===== src/design/segint_pkg.sv =====
// shared widths, payload types and helpers for the segment intersection test unit
package segint_pkg;

    localparam int COORD_BITS = 16;
    localparam int DIFF_BITS  = COORD_BITS + 1;
    localparam int PROD_BITS  = 2 * DIFF_BITS;
    localparam int CROSS_BITS = PROD_BITS + 1;

    localparam int NUM_DIFFS  = 12;
    localparam int NUM_PRODS  = 8;
    localparam int NUM_CROSS  = 4;

    // difference slots
    localparam int D_BAX = 0;
    localparam int D_BAY = 1;
    localparam int D_CAX = 2;
    localparam int D_CAY = 3;
    localparam int D_DAX = 4;
    localparam int D_DAY = 5;
    localparam int D_DCX = 6;
    localparam int D_DCY = 7;
    localparam int D_ACX = 8;
    localparam int D_ACY = 9;
    localparam int D_BCX = 10;
    localparam int D_BCY = 11;

    typedef logic signed [COORD_BITS-1:0] coord_t;
    typedef logic signed [DIFF_BITS-1:0]  diff_t;
    typedef logic signed [PROD_BITS-1:0]  prod_t;
    typedef logic signed [CROSS_BITS-1:0] cross_t;

    typedef struct packed {
        coord_t ax;
        coord_t ay;
        coord_t bx;
        coord_t by;
        coord_t cx;
        coord_t cy;
        coord_t dx;
        coord_t dy;
    } seg_pair_t;

    // per-item flags carried alongside the arithmetic
    typedef struct packed {
        logic func;
        logic box_ok;
        logic same_any;
        logic c_in_ab;
        logic d_in_ab;
        logic a_in_cd;
        logic b_in_cd;
    } seg_flags_t;

    // sign and zero of each orientation product
    typedef struct packed {
        logic [NUM_CROSS-1:0] neg;
        logic [NUM_CROSS-1:0] zero;
    } cross_sign_t;

    function automatic diff_t sub_ext(coord_t a, coord_t b);
        diff_t ea;
        diff_t eb;
        ea = diff_t'(a);
        eb = diff_t'(b);
        return ea - eb;
    endfunction

    function automatic logic in_range(coord_t p, coord_t u, coord_t v);
        coord_t mn;
        coord_t mx;
        mn = (u < v) ? u : v;
        mx = (u > v) ? u : v;
        return (p >= mn) && (p <= mx);
    endfunction

endpackage


===== src/design/segint_cross.sv =====
// third stage: cross product subtraction, reduced to sign and zero flags
module segint_cross (
    input  logic                    aclk,
    input  logic                    aresetn,
    input  logic                    en,
    input  logic                    valid_in,
    input  segint_pkg::prod_t       prod_in [segint_pkg::NUM_PRODS],
    input  segint_pkg::seg_flags_t  flags_in,
    output logic                    valid_out,
    output segint_pkg::cross_sign_t sign_out,
    output segint_pkg::seg_flags_t  flags_out
);

    logic                    valid_reg;
    segint_pkg::cross_sign_t sign_reg;
    segint_pkg::cross_sign_t sign_next;
    segint_pkg::seg_flags_t  flags_reg;
    segint_pkg::cross_t      cross_val [segint_pkg::NUM_CROSS];

    always_comb begin
        for (int k = 0; k < segint_pkg::NUM_CROSS; k++) begin
            cross_val[k] = segint_pkg::cross_t'(prod_in[2*k]) -
                           segint_pkg::cross_t'(prod_in[2*k+1]);
            sign_next.neg[k]  = cross_val[k][segint_pkg::CROSS_BITS-1];
            sign_next.zero[k] = (cross_val[k] == '0);
        end
    end

    always_ff @(posedge aclk) begin
        if (!aresetn) begin
            valid_reg <= 1'b0;
        end else if (en) begin
            valid_reg <= valid_in;
        end
    end

    always_ff @(posedge aclk) begin
        if (en) begin
            sign_reg  <= sign_next;
            flags_reg <= flags_in;
        end
    end

    assign valid_out = valid_reg;
    assign sign_out  = sign_reg;
    assign flags_out = flags_reg;

endmodule


===== config.mk =====
export PLATFORM = sky130hd
export DESIGN_NAME = segint_cross
export DESIGN_NICKNAME = d
export VERILOG_FILES = /design/src/design/segint_pkg.sv /design/src/design/segint_cross.sv
export SDC_FILE = /design/constraint.sdc
export NUM_CORES = 1
export LEC_CHECK = 0
export ABC_AREA = 1
export BUFFER_PORTS_ARGS = -buffer_cell sky130_fd_sc_hd__buf_2
export CAP_MARGIN = 5
export CORE_MARGIN = 3
export CORE_UTILIZATION = 25
export CTS_CLUSTER_DIAMETER = 100
export CTS_CLUSTER_SIZE = 14
export DETAILED_ROUTE_END_ITERATION = 8
export PLACE_DENSITY = 0.5
export SYNTH_ARGS = -nofsm -noshare
export SYNTH_HDL_FRONTEND = slang
export SYNTH_SLANG_ARGS = --single-unit

===== constraint.sdc =====
create_clock -name aclk -period 2.7 [get_ports aclk]
set_input_delay 0.54 -clock aclk [delete_from_list [all_inputs] [get_ports aclk]]
set_output_delay 0.54 -clock aclk [all_outputs]
set_load 0.01 [all_outputs]

* Yosys cells after proc, flatten, opt, wreduce, memory -nomap -nowiden
Index checks and enable logic that the tools add are counted.
** Storage, ports and cells
- Output and inout port bits :: 16
- Memories :: 0
- Logic and storage cells :: 18
- Register bits :: 16
- Input port bits :: 283
- Memory bits (read-only) :: 0
- Bits in writable memories :: 0
- Bits in latches :: 0
** Operators by class
- Div/mod/pow operators :: 0
- Reductions and logical operators :: 4
- Bitwise gates (word level) :: 0
- Order comparisons :: 0
- Shift-type cells :: 0
- Muxes and demuxes :: 0
- Add/subtract/negate cells :: 4
- Multipliers :: 0
- Equality and inequality tests :: 0
** Operators with widths (count)
- $logic_not 35->1 :: 4
- $sub 34x34->35 :: 4

* Longest topological paths before layout
- Depth after elaboration :: 2
- Depth in mapped cells :: 19
- Gate-level depth less buffers :: 19

* Worst setup path after synthesis
OpenSTA, ideal clock, no wires.
- Path kind :: input -> register
- Start point :: in prod_in[102] in the netlist's numbering
- End point :: reg sign_reg (netlist bit sign_out[2]) (data pin)
- Library setup time :: 0.138 ns
- Buffers on the path :: 0
- Arrival :: 2.231 ns
- Cell stages on the path :: 16
- Path slack :: 0.331 ns
- Data required time :: 2.562 ns
- Cells stage by stage :: inv_1 -> ha_1 -> inv_1 -> fa_1 -> or2_2 -> a21oi_1 -> nand2_1 -> nor2_1 -> nand2_1 -> nor2_1 -> nand2_1 -> nor2_1 -> nand3_1 -> nor2_1 -> nand3_1 -> nor2_1
** RTL lines
- start, declared :: line segint_cross.sv:7 : input segint_pkg::prod_t prod_in [segint_pkg::NUM_PRODS],
- end signal, assigned :: line segint_cross.sv:39 : sign_reg <= sign_next;
- end, declared :: line segint_cross.sv:15 : segint_pkg::cross_sign_t sign_reg;

==> flow_metrics.tcl <==
set metrics [dict create \
    cts.sinks 16 \
    totalWireLength_um 41500 \
    core-area_um2 46000 \
    hold_end "flags_out[6]" \
    insertion_delay_ps 250 \
    ys.flop_type "edfxtp_1" \
    gp_congestion 0.888 \
    worst_r2r_path_depth 2 \
    max_slew_margin_pct 67.4 \
    setup_viol 0 \
    hp-class "input port to flop" \
    hold_start "flags_in[6]" \
    fp.dieW_um 223 \
    synthTopCellsByCount "nand2_1 (896), inv_1 (580), nor2_1 (236)" \
    hold_viol_final 0 \
    nets 3157 \
    period_needed_ps 2420 \
    skew_ps 0 \
    crit_chain "buf_2, inv_1, ha_1, inv_1, fa_1, nand2_2, nand3_2, nand3_1, nand2_2, nand2_1, nand3_1, nand2_1, nand2_1, nor2_1, nand2_1, nor2_1, nand3_1, nor2_1" \
    ant_nets 0 \
    crit_arrival_ps 2550 \
    path_clk_slew_ps 70 \
    port_buffers 298 \
    yosysUniqueCellTypes 33 \
    avgSynthCellArea_um2 4.90 \
    tightest_slew_ps 489 \
    fmax_mhz 413 \
    num_vias 14700 \
    clockBufferDepth 2 \
    dp_hpwl_um 37600 \
    synthToLayoutAreaGrowth_pct 21.4 \
    fp.dieH_um 223 \
    async_reset_ff_share_pct 0 \
    hold_buffers 0 \
    synth-seq-cells 16 \
    status "complete, no violations" \
    ys_warn_count 0 \
    cts_root_buf "clkbuf_16" \
    cts_buffers 3 \
    post_cts_buffers 0 \
    design_area_um2 14300 \
    seq_area_frac_synth_pct 3.99 \
    setup_tns_ps 0 \
    drtIter0Drc 726 \
    drc 0 \
    crit_top_cell "nand2_1" \
    p_per_area_nw_per_um2 241 \
    grt_pass1_vias 14000 \
    grt_setup_unrepaired "no" \
    drt_pass1_iterations 6 \
    vias_per_cell 4.42 \
    antenna_found_initial 2 \
    r2r_slack_ps 2060 \
    pin_count 299 \
    cpPeakStageDelay_ps 420 \
    vdd_ir_drop_max_mv 0.167 \
    slew_viol_final 0 \
    p_leak_nw 9.15 \
    avgRoutedWirePerCell_um 12.5 \
    yosysMostFrequentCell "nand2_1" \
    critical-path-slowest-cell "fa_1" \
    syn_nets 2829 \
    syn_area_um2 11800 \
    row_count 78 \
    yosysTopAreaCell "nand2_1" \
    worstReg2RegEnd "valid_out" \
    required_ps 2830 \
    grt_overflow 0 \
    grtUsageTotal_pct 16.1 \
    synth_edf_count 15 \
    grt_pass1_wl_um 67900 \
    grt_max_degree 18 \
    cts_tree "built" \
    ys_top_cells_by_area "nand2_1 (29%), inv_1 (18%), ha_1 (14%)" \
    endpoint_kind "flop" \
    worst_hold_path.num_cells 1 \
    critPathLaunchType "input port" \
    r2r_start "valid_out" \
    synth_top_area_share_pct 28.6 \
    place_area_um2 14200 \
    dieArea_um2 49800 \
    synthCells 2406 \
    initial_core_util_pct 25.6 \
    path_class "input port to flop" \
    critPathMaxFanout 4 \
    drv_cap 0 \
    fin_crit_sh_pct 89.7 \
    drive_gt1_share_pct 14.4 \
    htree_levels 1 \
]
[sequential cells by signal (all words and copies together), names as in the netlist]
name and flops:
sign_out 8, flags_out 7, valid_out 1
[report_power, final]
part | switching [mW] | internal [mW] | total [mW]
clock | 0.128 | 0.227 | 0.354
combinational | 1.76 | 1.03 | 2.79
sequential | 0.00500 | 0.297 | 0.302
[cell type report]
| type | instances | area (um2) |
|---|---|---|
| diodes | 1 | 2.50 |
| clock buffers | 4 | 88.8 |
| fillers | 5476 | 31700 |
| inverters | 583 | 2190 |
| multi-input cells | 1807 | 9120 |
| flip-flops and latches | 16 | 470 |
| well taps | 600 | 751 |
| repair buffers | 323 | 1680 |
[worst max path at each step]
stage | from | end | slack [ps] | cells after the start
detailed placement | prod_in[170] | sign_out[1] | -40 | 17
finish | prod_in[102] | sign_out[2] | 280 | 18
global route | prod_in[170] | sign_out[1] | 10 | 17
CTS | prod_in[170] | sign_out[1] | 250 | 17
global placement | prod_in[102] | sign_out[2] | -40 | 17
floorplan | prod_in[102] | sign_out[2] | 330 | 16
[layer usage]
layer / track usage, % / wire (um)
met5: 0 / 12
met4: 1.76 / 380
met3: 1.14 / 2250
met2: 27.7 / 18700
met1: 22.8 / 20200
[critical path, delay by kind of cell]
family	cells	cell delay, ps
simple gates	13	1290
fa+ha+maj	2	550
buf+inv	3	180
[cells in the final DEF (no fill, tap or decap), types with 6 or more instances in the layout]
| cell type | netlist | routed |
|---|---|---|
| inv_1 | 580 | 580 |
| nand2_2 | 31 | 31 |
| o21bai_1 | 14 | 14 |
| nor3_1 | 28 | 28 |
| and2_1 | 6 | 6 |
| o21ai_0 | 35 | 35 |
| xor2_1 | 10 | 10 |
| nand3b_1 | 25 | 25 |
| nand2_1 | 896 | 896 |
| buf_4 | 0 | 25 |
| nand3_2 | 8 | 8 |
| nand4_1 | 40 | 40 |
| edfxtp_1 | 15 | 15 |
| nor2_2 | 13 | 14 |
| nand3_1 | 172 | 172 |
| buf_2 | 0 | 298 |
| a21o_1 | 7 | 7 |
| a21oi_1 | 114 | 114 |
| ha_1 | 136 | 136 |
| xnor2_1 | 8 | 8 |
| nor2_1 | 236 | 235 |
[cell families (layout without fill, tap and decap cells)]
| group | count (synthesis) | count (layout) | synth area share [%] |
|---|---|---|---|
| AO/OA/AOI/OAI | 183 | 183 | 8.62 |
| XOR/XNOR | 18 | 18 | 1.34 |
| adder cells (fa/ha/maj) | 140 | 140 | 15.1 |
| buffers and inverters | 583 | 910 | 18.6 |
| flip-flops | 16 | 16 | 3.99 |
| other | 0 | 1 | 0 |
| AND/OR/NAND/NOR | 1466 | 1466 | 52.3 |
[stage by stage]
| stage | std cells | power (mW) | utilization (%) | setup WS [ps] | hold slack (ps) |
|---|---|---|---|---|---|
| 3_3_place_gp | 3329 | 3.10 | 30.9 | -38.2 | 548 |
| 5_1_grt | 3333 | 3.90 | 31.1 | 13.6 | 452 |
| 6_report | 3334 | 3.45 | 31.1 | 279 | 461 |
| 4_1_cts | 3333 | 3.48 | 31.1 | 253 | 453 |
| 3_5_place_dp | 3329 | 3.08 | 30.9 | -44.8 | 531 |
| 2_1_floorplan | 2406 | 2.22 | - | 331 | 555 |
[timing repair]
action,4_1_cts,5_1_grt
gates resized for setup,0,2
setup endpoints to repair,0,1
hold endpoints to repair,0,0
Power figures use the tool's default switching activity.
