===== src/design/segint_pkg.sv =====
// shared widths, payload types and helpers for the segment intersection test unit
package segint_pkg;

    localparam int COORD_BITS = 16;
    localparam int DIFF_BITS  = COORD_BITS + 1;
    localparam int PROD_BITS  = 2 * DIFF_BITS;
    localparam int CROSS_BITS = PROD_BITS + 1;

    localparam int NUM_DIFFS  = 12;
    localparam int NUM_PRODS  = 8;
    localparam int NUM_CROSS  = 4;

    // difference slots
    localparam int D_BAX = 0;
    localparam int D_BAY = 1;
    localparam int D_CAX = 2;
    localparam int D_CAY = 3;
    localparam int D_DAX = 4;
    localparam int D_DAY = 5;
    localparam int D_DCX = 6;
    localparam int D_DCY = 7;
    localparam int D_ACX = 8;
    localparam int D_ACY = 9;
    localparam int D_BCX = 10;
    localparam int D_BCY = 11;

    typedef logic signed [COORD_BITS-1:0] coord_t;
    typedef logic signed [DIFF_BITS-1:0]  diff_t;
    typedef logic signed [PROD_BITS-1:0]  prod_t;
    typedef logic signed [CROSS_BITS-1:0] cross_t;

    typedef struct packed {
        coord_t ax;
        coord_t ay;
        coord_t bx;
        coord_t by;
        coord_t cx;
        coord_t cy;
        coord_t dx;
        coord_t dy;
    } seg_pair_t;

    // per-item flags carried alongside the arithmetic
    typedef struct packed {
        logic func;
        logic box_ok;
        logic same_any;
        logic c_in_ab;
        logic d_in_ab;
        logic a_in_cd;
        logic b_in_cd;
    } seg_flags_t;

    // sign and zero of each orientation product
    typedef struct packed {
        logic [NUM_CROSS-1:0] neg;
        logic [NUM_CROSS-1:0] zero;
    } cross_sign_t;

    function automatic diff_t sub_ext(coord_t a, coord_t b);
        diff_t ea;
        diff_t eb;
        ea = diff_t'(a);
        eb = diff_t'(b);
        return ea - eb;
    endfunction

    function automatic logic in_range(coord_t p, coord_t u, coord_t v);
        coord_t mn;
        coord_t mx;
        mn = (u < v) ? u : v;
        mx = (u > v) ? u : v;
        return (p >= mn) && (p <= mx);
    endfunction

endpackage


===== src/design/segint_decide.sv =====
// last stage: combines orientation signs and box flags into the result register
module segint_decide (
    input  logic                    aclk,
    input  logic                    aresetn,
    input  logic                    en,
    input  logic                    valid_in,
    input  segint_pkg::cross_sign_t sign_in,
    input  segint_pkg::seg_flags_t  flags_in,
    output logic                    valid_out,
    output logic                    result_out
);

    logic                       valid_reg;
    logic                       result_reg;
    logic                       result_next;
    logic [segint_pkg::NUM_CROSS-1:0] pos;
    logic on_c, on_d, on_a, on_b;
    logic proper;
    logic incl;
    logic strict;

    always_comb begin
        pos = ~sign_in.neg & ~sign_in.zero;
        on_c = sign_in.zero[0] && flags_in.c_in_ab;
        on_d = sign_in.zero[1] && flags_in.d_in_ab;
        on_a = sign_in.zero[2] && flags_in.a_in_cd;
        on_b = sign_in.zero[3] && flags_in.b_in_cd;
        // both pairs strictly on opposite sides
        proper = ((pos[0] && sign_in.neg[1]) || (sign_in.neg[0] && pos[1])) &&
                 ((pos[2] && sign_in.neg[3]) || (sign_in.neg[2] && pos[3]));
        incl   = flags_in.box_ok && (proper || on_c || on_d || on_a || on_b);
        strict = !flags_in.same_any && !(on_c && on_d) && !(on_a && on_b) && incl;
        result_next = flags_in.func ? strict : incl;
    end

    always_ff @(posedge aclk) begin
        if (!aresetn) begin
            valid_reg <= 1'b0;
        end else if (en) begin
            valid_reg <= valid_in;
        end
    end

    always_ff @(posedge aclk) begin
        if (en) begin
            result_reg <= result_next;
        end
    end

    assign valid_out  = valid_reg;
    assign result_out = result_reg;

endmodule


===== config.mk =====
export PLATFORM = sky130hd
export DESIGN_NAME = segint_decide
export DESIGN_NICKNAME = d
export VERILOG_FILES = /design/src/design/segint_pkg.sv /design/src/design/segint_decide.sv
export SDC_FILE = /design/constraint.sdc
export NUM_CORES = 1
export LEC_CHECK = 0
export ABC_AREA = 1
export BUFFER_PORTS_ARGS = -buffer_cell sky130_fd_sc_hd__buf_2
export CAP_MARGIN = 10
export CORE_AREA = 8 8 45 47
export DETAILED_ROUTE_END_ITERATION = 7
export DIE_AREA = 0 0 53 55
export PLACE_DENSITY = 0.4
export SKIP_CTS_REPAIR_TIMING = 1
export SLEW_MARGIN = 20
export SYNTH_ARGS = -nofsm -noshare
export SYNTH_HDL_FRONTEND = slang
export SYNTH_SLANG_ARGS = --single-unit

===== constraint.sdc =====
create_clock -name aclk -period 0.9 [get_ports aclk]
set_clock_uncertainty 0.05 [all_clocks]
set_input_delay 0.09 -clock aclk [delete_from_list [all_inputs] [get_ports aclk]]
set_output_delay 0.09 -clock aclk [all_outputs]
set_load 0.03 [all_outputs]

**After elaboration in Yosys (flattened, before gate mapping)**

Index checks and enable logic that the tools add are counted.

- Bits in registers: 2
- Input port bits: 19
- Output and inout bits: 2

- Muxes and demuxes: 1
- Bitwise gates (word level): 3
- Reductions and logical operators: 24

Operators by type and width:

| cell | count |
|---|---|
| logical AND 1 bit | 15 |
| NOT 4 bit | 2 |
| logical OR 1 bit | 6 |
| bitwise AND 4 bit | 1 |
| zero test 1 bit | 3 |
| 2-to-1 mux 1 bit | 1 |

**Longest topological paths before layout**

Gate-level depths: netlist of run 1.

- Word-level depth: 12
- Depth in mapped cells: 7

**Worst setup path before layout of run 1**

OpenSTA, ideal clock, no wires.

- Path type: register -> register
- From: register valid_out (netlist name)
- To: register valid_reg (netlist: valid_out)
- Setup time: 0.070 ns
- Arrival: 0.709 ns
- Data required time: 0.780 ns
- Setup slack: 0.072 ns
- Cell stages (with the launch flop): 3
- Period minus slack after synthesis: 0.828 ns
- Path through: dfxtp_1 o21ai_0 a21oi_1

RTL lines:

| item | RTL line | source |
|---|---|---|
| end signal, assigned | segint_decide.sv:40 | `valid_reg <= valid_in;` |
| end, declared | segint_decide.sv:13 | `logic valid_reg;` |

**Final worst setup path of run 1**

- From: register result_reg (netlist: result_out)
- To: output port result_out

RTL lines:

| item | RTL line | source |
|---|---|---|
| start, declared | segint_decide.sv:14 | `logic result_reg;` |
| start signal, assigned | segint_decide.sv:46 | `result_reg <= result_next;` |
| end, declared | segint_decide.sv:10 | `output logic result_out` |

No word-level cell between the ends.

==> results of run 1 <==
[area by class of cell]
cell class              instances  area (um^2)  share of cell area, %
well taps                      16         20.0                   6.27
inverters                       1         3.75                   1.18
repair buffers                 20          109                   34.1
flip-flops and latches          2         50.0                   15.7
multi-input cells              27          110                   34.5
clock buffers                   4         26.3                   8.24
[flip-flops by register name (all words and copies together) (netlist names)]
register and count:
result_out 1, valid_out 1
[path summary, 6_finish.rpt]
check / to / slack, ps
worst max register to register: valid_out / 240
worst min register to register: valid_out / 480
worst min-delay path: valid_out / 20
worst max-delay path: result_out / 10
[layer usage]
metal  vias up  GRT usage [%]  wire, um
met1        99           4.84       250
met3         0           4.01        84
met4         0           2.59         0
met2        12           5.86       287
met5         -              0         0
li1        144              -         -
[logic make-up (layout without fill, tap and decap cells)]
logic type	after synthesis	in the layout	share of synthesized area, %
and+or+nand+nor	24	24	56.5
AOI/OAI and AO/OA	3	3	10.7
DFF	2	2	30.5
buffers and inverters	1	25	2.29
[per-stage QoR]
stage                     setup WS, ps  TNS, ps  util, %  std cells  power [uW]
after global placement           -3.34    -3.34     20.5         66         209
after detailed placement         -18.0    -18.0     20.5         66         210
after CTS                        -5.26    -5.26     22.4         70         449
final                             14.7        0     23.1         70         440
after floorplan                   71.5        0        -         30         154
after global routing             -26.6    -26.6     23.1         70         494
[where the power goes]
part | internal [uW] | switching (uW)
Sequential | 105 | 2.79
Combinational | 54.2 | 52.8
Clock | 165 | 60.6
[cell usage in the layout, fill, tap and decap left out]
cell	instances
a21oi_1	1
nand2_1	15
inv_1	1
buf_6	1
edfxtp_1	1
dfxtp_1	1
clkbuf_1	1
buf_2	18
o21ai_0	1
a21boi_0	1
nor2_1	8
buf_4	1
clkbuf_4	3
nand4_1	1
==> results.txt, run 1 <==
drt drc: 0
number of slew-limit violations in the final report: 0
final hold vios: 0
Synth top cells by count: nand2_1 (15), nor2_1 (8)
RSZ-0062 raised after global routing: yes
synth top area cells: nand2_1 (34%), edfxtp_1 (18%), nor2_1 (18%)
mean area per synthesized cell: 5.46 um^2
period utilization: 98.4%
via count: 255
Post-DP Area: 284 um^2
pin count of the biggest net entering global routing: 4
Layout area overhead: 94.7%
Total Wirelength: 621 um
Register-to-Register Path Depth: 2
Post-synth EDFFs: 1
DIE HEIGHT: 55 um
cell area after synthesis: 164 um^2
initial DRC count: 5
actual slew at the worst max-slew pin: 139 ps
biggest area consumer among synthesized cells: nand2_1
CP cell instances: buf_6
All-Layer GR Usage: 4.53%
nature of the critical path endpoint: output pin
hold path start: en
Seq/Total Area, Yosys: 30.5%
IO buf count: 20
Leakage: 0.000182 uW
Crit path arrival time: 750 ps
Rows: 14
n_diodes: 0
Top delay family on crit path: flip-flops
count leader, synth: nand2_1
Critical Path RT: 760 ps
Syn Nets: 49
YS warnings: 0
starting density of the core: 11.8%
First-pass DRT Iterations: 2
final setup fails: 0
Main synth FF type: edfxtp_1
# fillers: 163
Worst slew margin: 90.7%
power per cell area: 1380 mW/mm^2
mean number of vias per cell: 3.64
htree depth: 1
asr flop ratio synth: 0%
# IOs: 21
global-route wire length before repair: 966 um
Design Area, Final: 319 um^2
max cap viols: 0
Die ar.: 0.00292 mm^2
worst vdd ir: 425 uV
CP Launch Point: result_out
RR Startpoint: valid_out
largest stage delay on the critical path: 360 ps
CTS tree: done
hold path depth: 2
fmax: 1.13 GHz
kind of critical path: reg -> out
grt total ovfl: 0
FF+latch count, synth: 2
Syn Inst Count: 30
Die Wd: 53 um
antenna violations before repair: 0
critical-path maximum fanout: 1
Levels on crit path: 1
share of cells above drive strength 1: 42.6%
clk slew on worst S/H paths: 40 ps
Worst setup SP type: flip-flop
synth unique cells: 9
Post-DRT Antenna Nets: 0
vias in the first global route: 256
outcome: complete, no violations
nets: 74
CP max-delay cell: edfxtp_1
DP Wirelength: 557 um
hold slack: 22.9 ps
GPL Wtd Cong: 0.681
Skew-Pair Late Insertion Delay: 220 ps
Tmin final: 885 ps
post-DR wirelength/cell: 8.87 um
Worst Path Buf+Inv: 1
Hold Path Class: in -> reg
clk buf depth: 2
Synth top area share: 34.4%
cts bufs inserted: 3
Sink Count: 2
Core ar.: 0.00138 mm^2
Root Driver: clkbuf_4
Note: power is estimated with default switching activity, not from simulation.
==> run 2, diff against run 1 <==
==> constraint.sdc (replaced) <==
create_clock -name aclk -period 1.1 [get_ports aclk]
set_clock_uncertainty 0.05 [all_clocks]
set_input_delay 0.11 -clock aclk [delete_from_list [all_inputs] [get_ports aclk]]
set_output_delay 0.11 -clock aclk [all_outputs]
set_load 0.03 [all_outputs]
==> run 2 against run 1 <==
Compared with the run above:
- cell area is 2.7% lower
- clock-buffer cell count is the same
- critical path depth did not move
- global-route usage fell by 0.16 points
- first-iteration DRC count is 20% lower
- routed wire length stayed put
- hold slack better by 27 ps
- die area stayed put
==> results.txt, run 2 (synthesis gave the netlist of run 1 again) <==
starting density of the core: 11.8% (unchanged)
nets: 74 (unchanged)
Worst slew margin: 90.5% (-0.13 points)
Final TNS setup: 0 ps (unchanged)
fmax: 1.10 GHz
n_diodes: 0 (unchanged)
Hold Path Class: in -> reg
Crit path arrival time: 750 ps (about the same)
Post-DRT Antenna Nets: 0 (unchanged)
htree depth: 1 (unchanged)
largest stage delay on the critical path: 340 ps (-20 ps)
CTS tree: done
final setup fails: 0 (unchanged)
clk slew on worst S/H paths: 30 ps (about the same)
Skew-Pair Late Insertion Delay: 220 ps (about the same)
kind of critical path: reg -> out
Final WS setup: 193 ps (+178 ps)
mean number of vias per cell: 3.76 (+3.1%)
share of cells above drive strength 1: 42.6% (unchanged)
initial DRC count: 4 (-1)
Core ar.: 0.00138 mm^2 (unchanged)
All-Layer GR Usage: 4.37% (-0.16 points)
placed insts: 66 (unchanged)
gr busiest metal: met2
actual slew at the worst max-slew pin: 141 ps (+2.15 ps)
commonest non-fill, non-tap cell in the layout: buf_2
Critical Path RT: 940 ps (+180 ps)
outcome: complete, no violations
grt total ovfl: 0 (unchanged)
M2 GR Usage: 6.45% (+0.59 points)
CP max-delay cell: edfxtp_1
CP cell instances: buf_2
Layout area overhead: 89.3%
via count: 263 (+3.1%)
post-place setup slack: 173 ps (+191 ps)
GRT met1 Usage: 4.55% (-0.30 points)
Worst Path Buf+Inv: 1 (unchanged)
clk buf depth: 2 (unchanged)
worst vdd ir: 246 uV (-42%)
Die Wd: 53 um (unchanged)
RSZ-0062 raised after global routing: no
# fillers: 164 (+0.61%)
# IOs: 21 (unchanged)
post-DR wirelength/cell: 8.87 um (unchanged)
period utilization: 82.5%
Top delay family on crit path: flip-flops
max cap viols: 0 (unchanged)
RR Startpoint: valid_out
hold path start: en
CP Launch Point: result_out
Total Wirelength: 621 um (unchanged)
vias in the first global route: 273 (+6.6%)
Worst setup SP type: flip-flop
nature of the critical path endpoint: output pin
IO buf count: 20 (unchanged)
Rows: 14 (unchanged)
GPL Wtd Cong: 0.671 (-1.5%)
pin count of the biggest net entering global routing: 4 (unchanged)
antenna violations before repair: 0 (unchanged)
First-pass DRT Iterations: 4 (+2)
DP Wirelength: 577 um (+3.6%)
power per cell area: 1110 mW/mm^2 (-19%)
DIE HEIGHT: 55 um (unchanged)
critical-path maximum fanout: 1 (unchanged)
commonest non-fill, non-tap cells in the layout: buf_2 (20), nand2_1 (15), nor2_1 (8)
Sink Count: 2 (unchanged)
drt drc: 0 (unchanged)
Tmin final: 907 ps
final hold vios: 0 (unchanged)
Root Driver: clkbuf_4
met3 usage: 2.14% (-1.9 points)
Die ar.: 0.00292 mm^2 (unchanged)
number of slew-limit violations in the final report: 0 (unchanged)
Final Non-Filler Cells: 70 (unchanged)
cts bufs inserted: 3 (unchanged)
Leakage: 0.000180 uW (-1.3%)
global-route wire length before repair: 952 um (-1.4%)
run 2: cell counts in the layout (fill, tap and decap cells not counted):
No cell type changed its count.
run 2: stage by stage:
step | hold WS (ps) | power (uW) | cell area (um^2) | utilization, %
4_1_cts | 44.2 | 356 | 310 | 22.4
2_1_floorplan | 153 | 126 | 164 | -
5_1_grt | 50.9 | 372 | 310 | 22.4
3_3_place_gp | 276 | 171 | 284 | 20.5
3_5_place_dp | 276 | 172 | 284 | 20.5
6_report | 49.8 | 345 | 310 | 22.4
run 2: area by class of cell:
cell class,instances,area [um^2],share of cell area (%)
Multi-Input combinational cell,27,110,35.5
Timing Repair Buffer,20,100,32.3
Sequential cell,2,50.0,16.1
Clock buffer,4,26.3,8.47
Tap cell,16,20.0,6.45
Inverter,1,3.75,1.21
run 2: path summary, 6_finish.rpt:
kind / endpoint / slack (ps) / depth (start not counted)
max reg2reg: valid_out / 440 / 2
max: result_out / 190 / 1
min reg2reg: valid_out / 470 / 2
min: valid_out / 50 / 2
run 2: where the power goes:
group	total (uW)	internal (uW)	switching (uW)
registers	87.0	85.6	1.38
clock network	176	135	41.0
logic	82.2	39.0	43.2
total	345	259	85.6
run 2: layer usage:
metal | vias up | wire length, um
met5 | - | 0
met2 | 14 | 303
met3 | 0 | 84
met1 | 106 | 234
met4 | 0 | 0
li1 | 143 | -
