## config.mk

```make
export PLATFORM = sky130hd
export DESIGN_NAME = segint_prep
export DESIGN_NICKNAME = d
export VERILOG_FILES = /design/src/design/segint_pkg.sv /design/src/design/segint_prep.sv
export SDC_FILE = /design/constraint.sdc
export NUM_CORES = 1
export LEC_CHECK = 0
export ABC_AREA = 1
export BUFFER_PORTS_ARGS = -buffer_cell sky130_fd_sc_hd__buf_2
export CAP_MARGIN = 10
export CELL_PAD_IN_SITES_DETAIL_PLACEMENT = 1
export CELL_PAD_IN_SITES_GLOBAL_PLACEMENT = 1
export CORE_MARGIN = 4
export CORE_UTILIZATION = 35
export CTS_CLUSTER_DIAMETER = 80
export CTS_CLUSTER_SIZE = 20
export DETAILED_ROUTE_END_ITERATION = 8
export GPL_TIMING_DRIVEN = 0
export MAX_ROUTING_LAYER = met4
export PLACE_DENSITY_LB_ADDON = 0.3
export SETUP_SLACK_MARGIN = 0.5
export SYNTH_ARGS = -nofsm -noshare
export SYNTH_HDL_FRONTEND = slang
export SYNTH_SLANG_ARGS = --single-unit
```

## constraint.sdc

```tcl
create_clock -name aclk -period 4.5 [get_ports aclk]
set_input_delay 0.45 -clock aclk [delete_from_list [all_inputs] [get_ports aclk]]
set_output_delay 0.45 -clock aclk [all_outputs]
set_load 0.01 [all_outputs]
```

## src/design/segint_pkg.sv

```systemverilog
// shared widths, payload types and helpers for the segment intersection test unit
package segint_pkg;

    localparam int COORD_BITS = 16;
    localparam int DIFF_BITS  = COORD_BITS + 1;
    localparam int PROD_BITS  = 2 * DIFF_BITS;
    localparam int CROSS_BITS = PROD_BITS + 1;

    localparam int NUM_DIFFS  = 12;
    localparam int NUM_PRODS  = 8;
    localparam int NUM_CROSS  = 4;

    // difference slots
    localparam int D_BAX = 0;
    localparam int D_BAY = 1;
    localparam int D_CAX = 2;
    localparam int D_CAY = 3;
    localparam int D_DAX = 4;
    localparam int D_DAY = 5;
    localparam int D_DCX = 6;
    localparam int D_DCY = 7;
    localparam int D_ACX = 8;
    localparam int D_ACY = 9;
    localparam int D_BCX = 10;
    localparam int D_BCY = 11;

    typedef logic signed [COORD_BITS-1:0] coord_t;
    typedef logic signed [DIFF_BITS-1:0]  diff_t;
    typedef logic signed [PROD_BITS-1:0]  prod_t;
    typedef logic signed [CROSS_BITS-1:0] cross_t;

    typedef struct packed {
        coord_t ax;
        coord_t ay;
        coord_t bx;
        coord_t by;
        coord_t cx;
        coord_t cy;
        coord_t dx;
        coord_t dy;
    } seg_pair_t;

    // per-item flags carried alongside the arithmetic
    typedef struct packed {
        logic func;
        logic box_ok;
        logic same_any;
        logic c_in_ab;
        logic d_in_ab;
        logic a_in_cd;
        logic b_in_cd;
    } seg_flags_t;

    // sign and zero of each orientation product
    typedef struct packed {
        logic [NUM_CROSS-1:0] neg;
        logic [NUM_CROSS-1:0] zero;
    } cross_sign_t;

    function automatic diff_t sub_ext(coord_t a, coord_t b);
        diff_t ea;
        diff_t eb;
        ea = diff_t'(a);
        eb = diff_t'(b);
        return ea - eb;
    endfunction

    function automatic logic in_range(coord_t p, coord_t u, coord_t v);
        coord_t mn;
        coord_t mx;
        mn = (u < v) ? u : v;
        mx = (u > v) ? u : v;
        return (p >= mn) && (p <= mx);
    endfunction

endpackage

```

## src/design/segint_prep.sv

```systemverilog
// first stage: coordinate differences, bounding box and shared point checks
module segint_prep (
    input  logic                  aclk,
    input  logic                  aresetn,
    input  logic                  en,
    input  logic                  valid_in,
    input  segint_pkg::seg_pair_t pair_in,
    input  logic                  func_in,
    output logic                  valid_out,
    output segint_pkg::diff_t     diff_out [segint_pkg::NUM_DIFFS],
    output segint_pkg::seg_flags_t flags_out
);

    logic                   valid_reg;
    segint_pkg::diff_t      diff_reg  [segint_pkg::NUM_DIFFS];
    segint_pkg::diff_t      diff_next [segint_pkg::NUM_DIFFS];
    segint_pkg::seg_flags_t flags_reg;
    segint_pkg::seg_flags_t flags_next;

    segint_pkg::coord_t ab_min_x, ab_max_x, ab_min_y, ab_max_y;
    segint_pkg::coord_t cd_min_x, cd_max_x, cd_min_y, cd_max_y;

    always_comb begin
        ab_min_x = (pair_in.ax < pair_in.bx) ? pair_in.ax : pair_in.bx;
        ab_max_x = (pair_in.ax > pair_in.bx) ? pair_in.ax : pair_in.bx;
        ab_min_y = (pair_in.ay < pair_in.by) ? pair_in.ay : pair_in.by;
        ab_max_y = (pair_in.ay > pair_in.by) ? pair_in.ay : pair_in.by;
        cd_min_x = (pair_in.cx < pair_in.dx) ? pair_in.cx : pair_in.dx;
        cd_max_x = (pair_in.cx > pair_in.dx) ? pair_in.cx : pair_in.dx;
        cd_min_y = (pair_in.cy < pair_in.dy) ? pair_in.cy : pair_in.dy;
        cd_max_y = (pair_in.cy > pair_in.dy) ? pair_in.cy : pair_in.dy;

        diff_next[segint_pkg::D_BAX] = segint_pkg::sub_ext(pair_in.bx, pair_in.ax);
        diff_next[segint_pkg::D_BAY] = segint_pkg::sub_ext(pair_in.by, pair_in.ay);
        diff_next[segint_pkg::D_CAX] = segint_pkg::sub_ext(pair_in.cx, pair_in.ax);
        diff_next[segint_pkg::D_CAY] = segint_pkg::sub_ext(pair_in.cy, pair_in.ay);
        diff_next[segint_pkg::D_DAX] = segint_pkg::sub_ext(pair_in.dx, pair_in.ax);
        diff_next[segint_pkg::D_DAY] = segint_pkg::sub_ext(pair_in.dy, pair_in.ay);
        diff_next[segint_pkg::D_DCX] = segint_pkg::sub_ext(pair_in.dx, pair_in.cx);
        diff_next[segint_pkg::D_DCY] = segint_pkg::sub_ext(pair_in.dy, pair_in.cy);
        diff_next[segint_pkg::D_ACX] = segint_pkg::sub_ext(pair_in.ax, pair_in.cx);
        diff_next[segint_pkg::D_ACY] = segint_pkg::sub_ext(pair_in.ay, pair_in.cy);
        diff_next[segint_pkg::D_BCX] = segint_pkg::sub_ext(pair_in.bx, pair_in.cx);
        diff_next[segint_pkg::D_BCY] = segint_pkg::sub_ext(pair_in.by, pair_in.cy);

        flags_next.func   = func_in;
        // touching boxes still count as overlapping
        flags_next.box_ok = !((ab_max_x < cd_min_x) || (cd_max_x < ab_min_x) ||
                              (ab_max_y < cd_min_y) || (cd_max_y < ab_min_y));
        flags_next.same_any =
            ((pair_in.ax == pair_in.cx) && (pair_in.ay == pair_in.cy)) ||
            ((pair_in.ax == pair_in.dx) && (pair_in.ay == pair_in.dy)) ||
            ((pair_in.bx == pair_in.cx) && (pair_in.by == pair_in.cy)) ||
            ((pair_in.bx == pair_in.dx) && (pair_in.by == pair_in.dy));
        flags_next.c_in_ab = segint_pkg::in_range(pair_in.cx, pair_in.ax, pair_in.bx) &&
                             segint_pkg::in_range(pair_in.cy, pair_in.ay, pair_in.by);
        flags_next.d_in_ab = segint_pkg::in_range(pair_in.dx, pair_in.ax, pair_in.bx) &&
                             segint_pkg::in_range(pair_in.dy, pair_in.ay, pair_in.by);
        flags_next.a_in_cd = segint_pkg::in_range(pair_in.ax, pair_in.cx, pair_in.dx) &&
                             segint_pkg::in_range(pair_in.ay, pair_in.cy, pair_in.dy);
        flags_next.b_in_cd = segint_pkg::in_range(pair_in.bx, pair_in.cx, pair_in.dx) &&
                             segint_pkg::in_range(pair_in.by, pair_in.cy, pair_in.dy);
    end

    always_ff @(posedge aclk) begin
        if (!aresetn) begin
            valid_reg <= 1'b0;
        end else if (en) begin
            valid_reg <= valid_in;
        end
    end

    always_ff @(posedge aclk) begin
        if (en) begin
            diff_reg  <= diff_next;
            flags_reg <= flags_next;
        end
    end

    assign valid_out = valid_reg;
    assign diff_out  = diff_reg;
    assign flags_out = flags_reg;

endmodule

```

---- Word-level counts from Yosys, hierarchy flattened ----
Index checks and enable logic that the tools add are counted.
storage, ports and cells
  flip-flop bits (word level) ............. 212
  input port bits ......................... 133
cells by class
  add/subtract/negate cells ............... 12
  order comparisons ....................... 28
  equality and inequality tests ........... 8
  multiplexer cells ....................... 8
  reduce and logical (&&, ||, !) cells .... 23
operators with widths
  kind                 number
  $sub A16 B16 Y17     12
  $eq A16 B16 Y1       8
  $ge A16 B16 Y1       8
  $le A16 B16 Y1       8
  $lt A16 B16 Y1       8
  $mux W16             8
  $gt A16 B16 Y1       4
  $logic_and A1 B1 Y1  16
  $logic_or A1 B1 Y1   6
  $logic_not A1 Y1     1

---- Depth between registers and ports, before layout ----
Gate-level depths: netlist of the first run.
  depth after elaboration ................. 7
  depth in mapped cells ................... 29

---- Worst setup path after synthesis of the first run ----
Ideal clock, no wire load.
  path type ............................... input -> register
  from .................................... in pair_in[98] (netlist name)
  to ...................................... reg flags_reg (netlist bit flags_out[2]) (data pin)
  setup time .............................. 0.249 ns
  arrival ................................. 3.734 ns
  path slack .............................. 0.517 ns
  cell stages on the path ................. 27
  path buffers ............................ 2
  cell sequence ........................... inv_1 ha_1 a21oi_1 nand2_1 nand2_1 nand2_1 nand2_1 nand3_2 nand2_1 clkbuf_1 clkbuf_1 nand2_1 o21ai_0 inv_1 ha_1 a21oi_1 nand3b_1 a21oi_1 a2111oi_0 a21oi_1 nand3b_1 o21ai_0 inv_1 nand2_1 inv_1 nand2_1 inv_1
RTL lines
  element               RTL line           source
  start, declared       segint_prep.sv:7   input segint_pkg::seg_pair_t pair_in,
  end signal, assigned  segint_prep.sv:76  flags_reg <= flags_next;
  end, declared         segint_prep.sv:17  segint_pkg::seg_flags_t flags_reg;

==> results of run 1 <==
## power by group
part           total (W)  internal, W  switching, W
Sequential       0.00267      0.00258     0.0000943
Combinational    0.00465      0.00171       0.00294
Clock            0.00159     0.000786      0.000808
## critical path: cells and delay by family
family                   cells  cell delay, ns
buffers and inverters        7            0.70
AND/OR/NAND/NOR             13            1.32
adder cells (fa/ha/maj)      2            0.66
AO/OA/AOI/OAI                6            1.06
## logic make-up (layout without fill, tap and decap cells)
family                     count (synthesis)  in the layout  synth area share [%]
AOI/OAI and AO/OA                        669            669                  15.7
xor gates and xnor gates                 197            197                  7.02
adders and majority gates                497            497                  25.7
buffers and inverters                    452            889                  7.06
DFF                                      210            210                  25.6
other                                      0              9                     0
and+or+nand+nor                         1094           1094                  18.9
## sequential cells by signal, summed over array words and instances, names as in the netlist
register   cells
diff_out     202
valid_out      1
flags_out      7
## per-stage QoR
stage | area (sq um) | hold WS [ns]
final | 30500 | 0.0790
after global routing | 30500 | 0.0574
after CTS | 29500 | 0.0491
after detailed placement | 27500 | 0.535
after global placement | 27500 | 0.524
after floorplan | 24600 | 0.543
## worst paths after layout
kind / startpoint / endpoint / slack, ns / cells past startpoint
setup / recovery: pair_in[120] / flags_out[2] / 0.61 / 28
hold / removal: func_in / flags_out[6] / 0.08 / 1
hold reg to reg: valid_out / valid_out / 0.56 / 2
setup reg to reg: valid_out / valid_out / 3.83 / 2
## cell usage in the layout, fill, tap and decap left out, drive strengths merged, types with 2 or more instances in the layout
master and instances:
o21bai 12, o21a 19, a21boi 7, and3 3
a2111oi 3, nand2 695, a21oi 268, clkinvlp 25
nand3b 19, o311ai 2, inv 381, a31oi 24
o211ai 9, a211oi 26, o221ai 11, ha 485
nor3 35, edfxtp 209, clkbuf 65, fa 12
a21o 15, o221a 3, or2 3, a221oi 12
clkinv 6, o21ai 230, nor2 167, o31ai 5
xor2 125, xnor2 72, a311oi 2, o2111ai 17
diode 9, buf 411, nor4 16, nand3 101
nand4 52
## synth_stat cells, types with 24 or more instances
cell	number	area share [%]
ha_1	485	25
edfxtp_1	209	26
o21ai_0	212	4.3
clkbuf_1	41	0.63
nand3_1	94	1.9
xor2_1	125	4.5
nor3_1	34	0.69
nor2_1	164	2.5
nand4_1	52	1.3
a211oi_1	26	0.79
a31oi_1	24	0.61
inv_1	395	6.0
nand2_1	681	10
a21oi_1	267	5.4
xnor2_1	72	2.6
## what timing repair did
item                       4_1_cts  5_1_grt
pin swaps                       25       48
setup buffers                   34       28
hold endpoints to repair         0        0
gates resized for setup        301      231
hold buffers                     0        0
gates cloned                     0        1
setup endpoints to repair        5        6
## layout make-up
cell class,instances,area (sq um),area share (%)
Antenna cell,9,22.5,0.0738
Timing Repair Buffer,408,2470,8.10
Inverter,403,1610,5.28
Clock inverter,10,126,0.414
Sequential cell,210,6300,20.6
Tap cell,931,1160,3.82
Clock buffer,19,433,1.42
Buffer,49,398,1.30
Multi-Input combinational cell,2457,18000,59.0
## layer usage
metal / share of wire, % / up-vias / routed length, um / global-route usage (%)
met3: 8.4 / 156 / 9040 / 6.54
met1: 45 / 11961 / 48200 / 38.3
met4: 2.9 / 0 / 3130 / 7.56
met2: 44 / 840 / 47400 / 43.7
met5: 0 / - / 0 / -
li1: - / 11699 / - / -
==> summary.md, run 1 <==
| Metric | Value |
|---|---|
| Critical path data required time | between 4 and 5 ns |
| DR vias/cell | 5.48 |
| Max Fclk | 257 MHz |
| Buffers added on ports | 344 |
| Status | complete, no violations |
| Hpwl dp | just under 90000 um |
| Main flop type after synthesis | edfxtp_1 |
| Fin. max-slew vios | 0 |
| Final wirelength | 108000 um |
| Async set-or-reset flop fraction in the synthesized netlist | 0% |
| Worst-Margin Slew | 1.32 ns |
| Root Driver | clkbuf_16 |
| ANT nets after route | 0 |
| CTS max path bufs | 3 |
| Clock-pin slew on the worst setup and hold paths | 0.08 ns |
| Post-layout util | 44.2% |
| Syn Area/Cell | 7.88 sq um |
| Slew headroom | 11.4% |
| Tcrit/Tclk final | 86.4% |
| Die Width | 273 um |
| Initial antenna violation count | 10 |
| Latest clock arrival within the worst-skew pair | around 0.53 ns |
| Synth unique cells | 57 |
| Layout cells sized above 1 | 21.2% |
| Gate count after technology mapping | 3119 |
| Final total power | about 0.0089 W |
| DR pass1 iterations | 6 |
| Post-synthesis instance area | 24600 sq um |
| Place WS | -1.34 ns |
| Worst setup SP type | input pin |
| Crit-path max cell delay | 0.36 ns |
| Via count | roughly 25000 |
| Crit path DAT | 4.19 ns |
| Gr ovfl total | 0 |
| DR iter-0 viols | 1898 |
| Post-synth EDFFs | between 200 and 250 |
| Clk sink count | 210 |
| GP Congestion | 0.994 |
| # DRC | 0 |
| Max Cap Viol | 0 |
| Fin cells | 4496 |
| P&R area growth vs syn | 24.2% |
| Maximum VDD drop | 0.215 mV |
| TNS Setup | 0 ns |
| Seq cells post-synth | 210 |
| Setup violators final | 0 |
| Tot GR Track Use | roughly 29% |
| Sequential element share of the synthesized area | 25.6% |
| Post-Syn Nets | 3749 |
| Vias in the first global route | 24913 |
| Die Area | 74500 sq um |
| RSZ-0062 raised after global routing | yes |
| Die Span Y | 273 um |
| Rows | 96 |
| Worst-path fanout max | 10 |
| Num CTS Buffers | 17 |
| Initial Utilization | 35.6% |
| Hold Vio Cnt, Final | 0 |
| First-pass GRT wire length | approximately 160000 um |
| Lkg Pwr | 14.3 nW |
| Critical path class | input pin to flop |
| Yosys warning count | 0 |
| CTS tree | done |
| Largest net degree at the start of global routing | 110 |
| Clock Skews | 0 ns |
| H-tree depth | 1 |
| Core Area | 69100 sq um |
| Cell mode on critical path | nand2_1 |
| DP Cell Count | 4395 |
| I/O Pins | 345 |
| Hold crit path type | input pin to flop |
| Worst setup margin | around 0.6 ns |
| Crit path capture type | flop |
| CP max stage cell | ha_4 |
| Number of fill cells | 8422 |
| Power Dens Cells | between 200 and 300 nW/um^2 |
| Total Nets Final | 4176 |
| WL/cell | 24.0 um |
| Minimum clock period | 3.89 ns |
Power figures use the tool's default switching activity.
==> inputs of run 2 (changes only) <==
--- a/config.mk
+++ b/config.mk
@@ -11,7 +11,7 @@
 export CELL_PAD_IN_SITES_DETAIL_PLACEMENT = 1
 export CELL_PAD_IN_SITES_GLOBAL_PLACEMENT = 1
 export CORE_MARGIN = 4
-export CORE_UTILIZATION = 35
+export CORE_UTILIZATION = 44
 export CTS_CLUSTER_DIAMETER = 80
 export CTS_CLUSTER_SIZE = 20
 export DETAILED_ROUTE_END_ITERATION = 8
==> run 2 against run 1 <==
  * Worst setup slack got worse by 0.18 ns
  * Global-route usage rose by 10 points
  * Die area fell by 20%
  * Core utilization rose by 11 points
  * Critical path depth shrank 2
  * Sequential share of layout area is essentially flat
  * Via count is 6.1% higher
  * Cell area shrank 0.16%
==> summary.md, run 2 (synthesis results as in run 1) <==
| Metric | Value |
|---|---|
| Status | complete, no violations |
| Hold path startpoint | func_in |
| Buffers added on ports | 344 (unchanged) |
| DR vias/cell | 6.04 (+10%) |
| Worst Hold Depth | 1 (unchanged) |
| Crit path capture type | flop |
| Latest clock arrival within the worst-skew pair | 0.56 ns (+0.03 ns) |
| Setup violators final | 0 (unchanged) |
| Maximum VDD drop | 0.319 mV (+49%) |
| Layout cells sized above 1 | 21.5% (+0.27 points) |
| Die Area | 59700 sq um (-20%) |
| Max Cap Viol | 0 (unchanged) |
| CTS max path bufs | 3 (unchanged) |
| Hold Vio Cnt, Final | 0 (unchanged) |
| Slew headroom | 20.3% (+8.9 points) |
| CP max stage cell | buf_2 |
| Vias in the first global route | 26802 (+7.6%) |
| DR pass1 iterations | 5 (-1) |
| Design Area, Final | 30500 sq um (-0.16%) |
| FF-to-FF path depth | 2 (unchanged) |
| Commonest non-fill, non-tap cell in the layout | nand2_1 |
| Crit-path max cell delay | 0.32 ns (-0.04 ns) |
| Num CTS Buffers | 18 (+1) |
| Commonest non-fill, non-tap cells in the layout | nand2_1, ha_1, inv_1 |
| Die Width | 244 um (-10%) |
| Reg-to-reg setup timing slack | 3.79 ns (-0.04 ns) |
| Fin. max-slew vios | 0 (unchanged) |
| Lkg Pwr | 14.4 nW (+0.54%) |
| Hold EP | flags_out[6] |
| Area after DPL | 27300 sq um (-0.86%) |
| Final wirelength | 118000 um (+9.8%) |
| Via count | 26156 (+6.1%) |
| WL/cell | 27.3 um (+14%) |
| Gr ovfl total | 0 (unchanged) |
| Max Fclk | 246 MHz (-4.3%) |
| First-pass GRT wire length | 170000 um (+9.0%) |
| TNS Setup | 0 ns (unchanged) |
| Fin Hold WS | 0.0526 ns (-0.0263 ns) |
| Reg2Reg Capture Point | valid_out |
| Sequential cell area | 6300 sq um (unchanged) |
| RSZ-0062 raised after global routing | yes |
| Minimum clock period | 4.06 ns (+0.176 ns) |
| Critical path data required time | 4.82 ns (+0.02 ns) |
| Clk sink count | 210 (unchanged) |
| P&R area growth vs syn | 24.0% |
| Critical path class | input pin to flop |
| GP Congestion | 1.01 (+2.0%) |
| Total Nets Final | 4197 (+0.50%) |
| ANT nets after route | 0 (unchanged) |
| Worst setup margin | 0.437 ns (-0.176 ns) |
| Worst setup SP type | input pin |
| Tcrit/Tclk final | 90.3% (+3.9 points) |
| Clock Skews | 0 ns (unchanged) |
| FF-to-FF Start | valid_out |
| Worst-Margin Slew | 1.19 ns (-0.129 ns) |
| I/O Pins | 345 (unchanged) |
| Power Dens Cells | 303 nW/um^2 (+3.8%) |
| Core Area | 55200 sq um (-20%) |
| Initial antenna violation count | 7 (-3) |
| Multi-input gate area | 18000 sq um (about the same) |
| Root Driver | clkbuf_16 |
| Die Span Y | 244 um (-10%) |
| CTS tree | done |
| DR iter-0 viols | 2545 (+34%) |
| Largest net degree at the start of global routing | 136 (+24%) |
| Crit path DAT | 4.39 ns (+0.20 ns) |
| Worst-path fanout max | 10 (unchanged) |
| Max reg flops | 202 (unchanged) |
| Initial Utilization | 44.5% (+8.9 points) |
| WP buf/inv | 9 (+2) |
| Hold crit path type | input pin to flop |
| Clock-pin slew on the worst setup and hold paths | 0.08 ns (about the same) |
| Tot GR Track Use | 38.8% (+10 points) |
| Critical path depth | 26 (-7.1%) |
| H-tree depth | 1 (unchanged) |
| Number of fill cells | 6766 (-20%) |
| # DRC | 0 (unchanged) |
| Hpwl dp | 95300 um (+8.8%) |
| Rows | 86 (-10%) |
| Place WS | -1.64 ns (-0.305 ns) |
| Cell mode on critical path | inv_1 |
| Worst path top cell family by delay | compound AO/OA/AOI/OAI gates |
==> run 2: cell types whose count changed in the layout (fill, tap and decap cells not counted), moves of 7 or more <==
cell / previous run / this run
buf_4: 95 / 107
o21ai_2: 51 / 43
nand2_1: 663 / 656
nand2_2: 24 / 31
==> run 2: layer usage <==
layer / routed length, um / GRT usage, % / vias to the layer above / part of all wire, %
met3: 11500 / 7.84 / 270 / 9.7
met2: 51700 / 58.7 / 1255 / 44
li1: - / - / 11749 / -
met1: 51400 / 53.4 / 12882 / 43
met5: 0 / - / - / 0
met4: 3820 / 10.2 / 0 / 3.2
==> run 2: worst register-to-register path, delay by kind of cell (launching register included) <==
kind / cells / cell delay (ns)
AO/OA/AOI/OAI: 2 / 0.26
flip-flops: 1 / 0.32
==> run 2: final cells by class <==
| type | count | share of cell area (%) |
|---|---|---|
| diodes | 8 | 0.0657 |
| plain buffers | 49 | 1.29 |
| clock buffers | 18 | 1.48 |
| clock inverters | 11 | 0.419 |
| inverters | 403 | 5.33 |
| multi-input cells | 2457 | 59.0 |
| flip-flops and latches | 210 | 20.7 |
| well taps | 748 | 3.07 |
| repair buffers | 427 | 8.64 |
| repair inverters | 1 | 0.0246 |
==> run 2: report_power, final <==
group | switching (W) | leakage [nW] | internal [W]
Sequential | 0.000105 | 2.05 | 0.00258
Clock | 0.000880 | 0.284 | 0.000778
Combinational | 0.00316 | 12.1 | 0.00175
==> run 2: stage by stage <==
| step | total power [W] | util (%) | cells |
|---|---|---|---|
| floorplan | 0.00525 | - | 3119 |
| global placement | 0.00671 | 49.3 | 4211 |
| detailed placement | 0.00696 | 49.4 | 4212 |
| CTS | 0.00888 | 52.9 | 4272 |
| global route | 0.00979 | 55.2 | 4330 |
| finish | 0.00924 | 55.2 | 4332 |
==> run 2: how the worst max path moves through the flow <==
| stage | end | slack, ns | startpoint |
|---|---|---|---|
| 5_1_grt | flags_out[2] | 0.37 | pair_in[95] |
| 6_report | flags_out[2] | 0.44 | pair_in[95] |
| 4_1_cts | flags_out[3] | 0.50 | pair_in[127] |
| 3_5_place_dp | flags_out[3] | -1.64 | pair_in[127] |
| 2_1_floorplan | flags_out[2] | 0.52 | pair_in[98] |
| 3_3_place_gp | flags_out[3] | -1.53 | pair_in[127] |
==> run 2: timing repair <==
item / CTS / global route
gates resized for setup: 306 / 232
pin swaps: 17 / 46
cloned: 0 / 2
hold buffers: 0 / 0
setup endpoints to repair: 5 / 7
setup buffers: 31 / 49
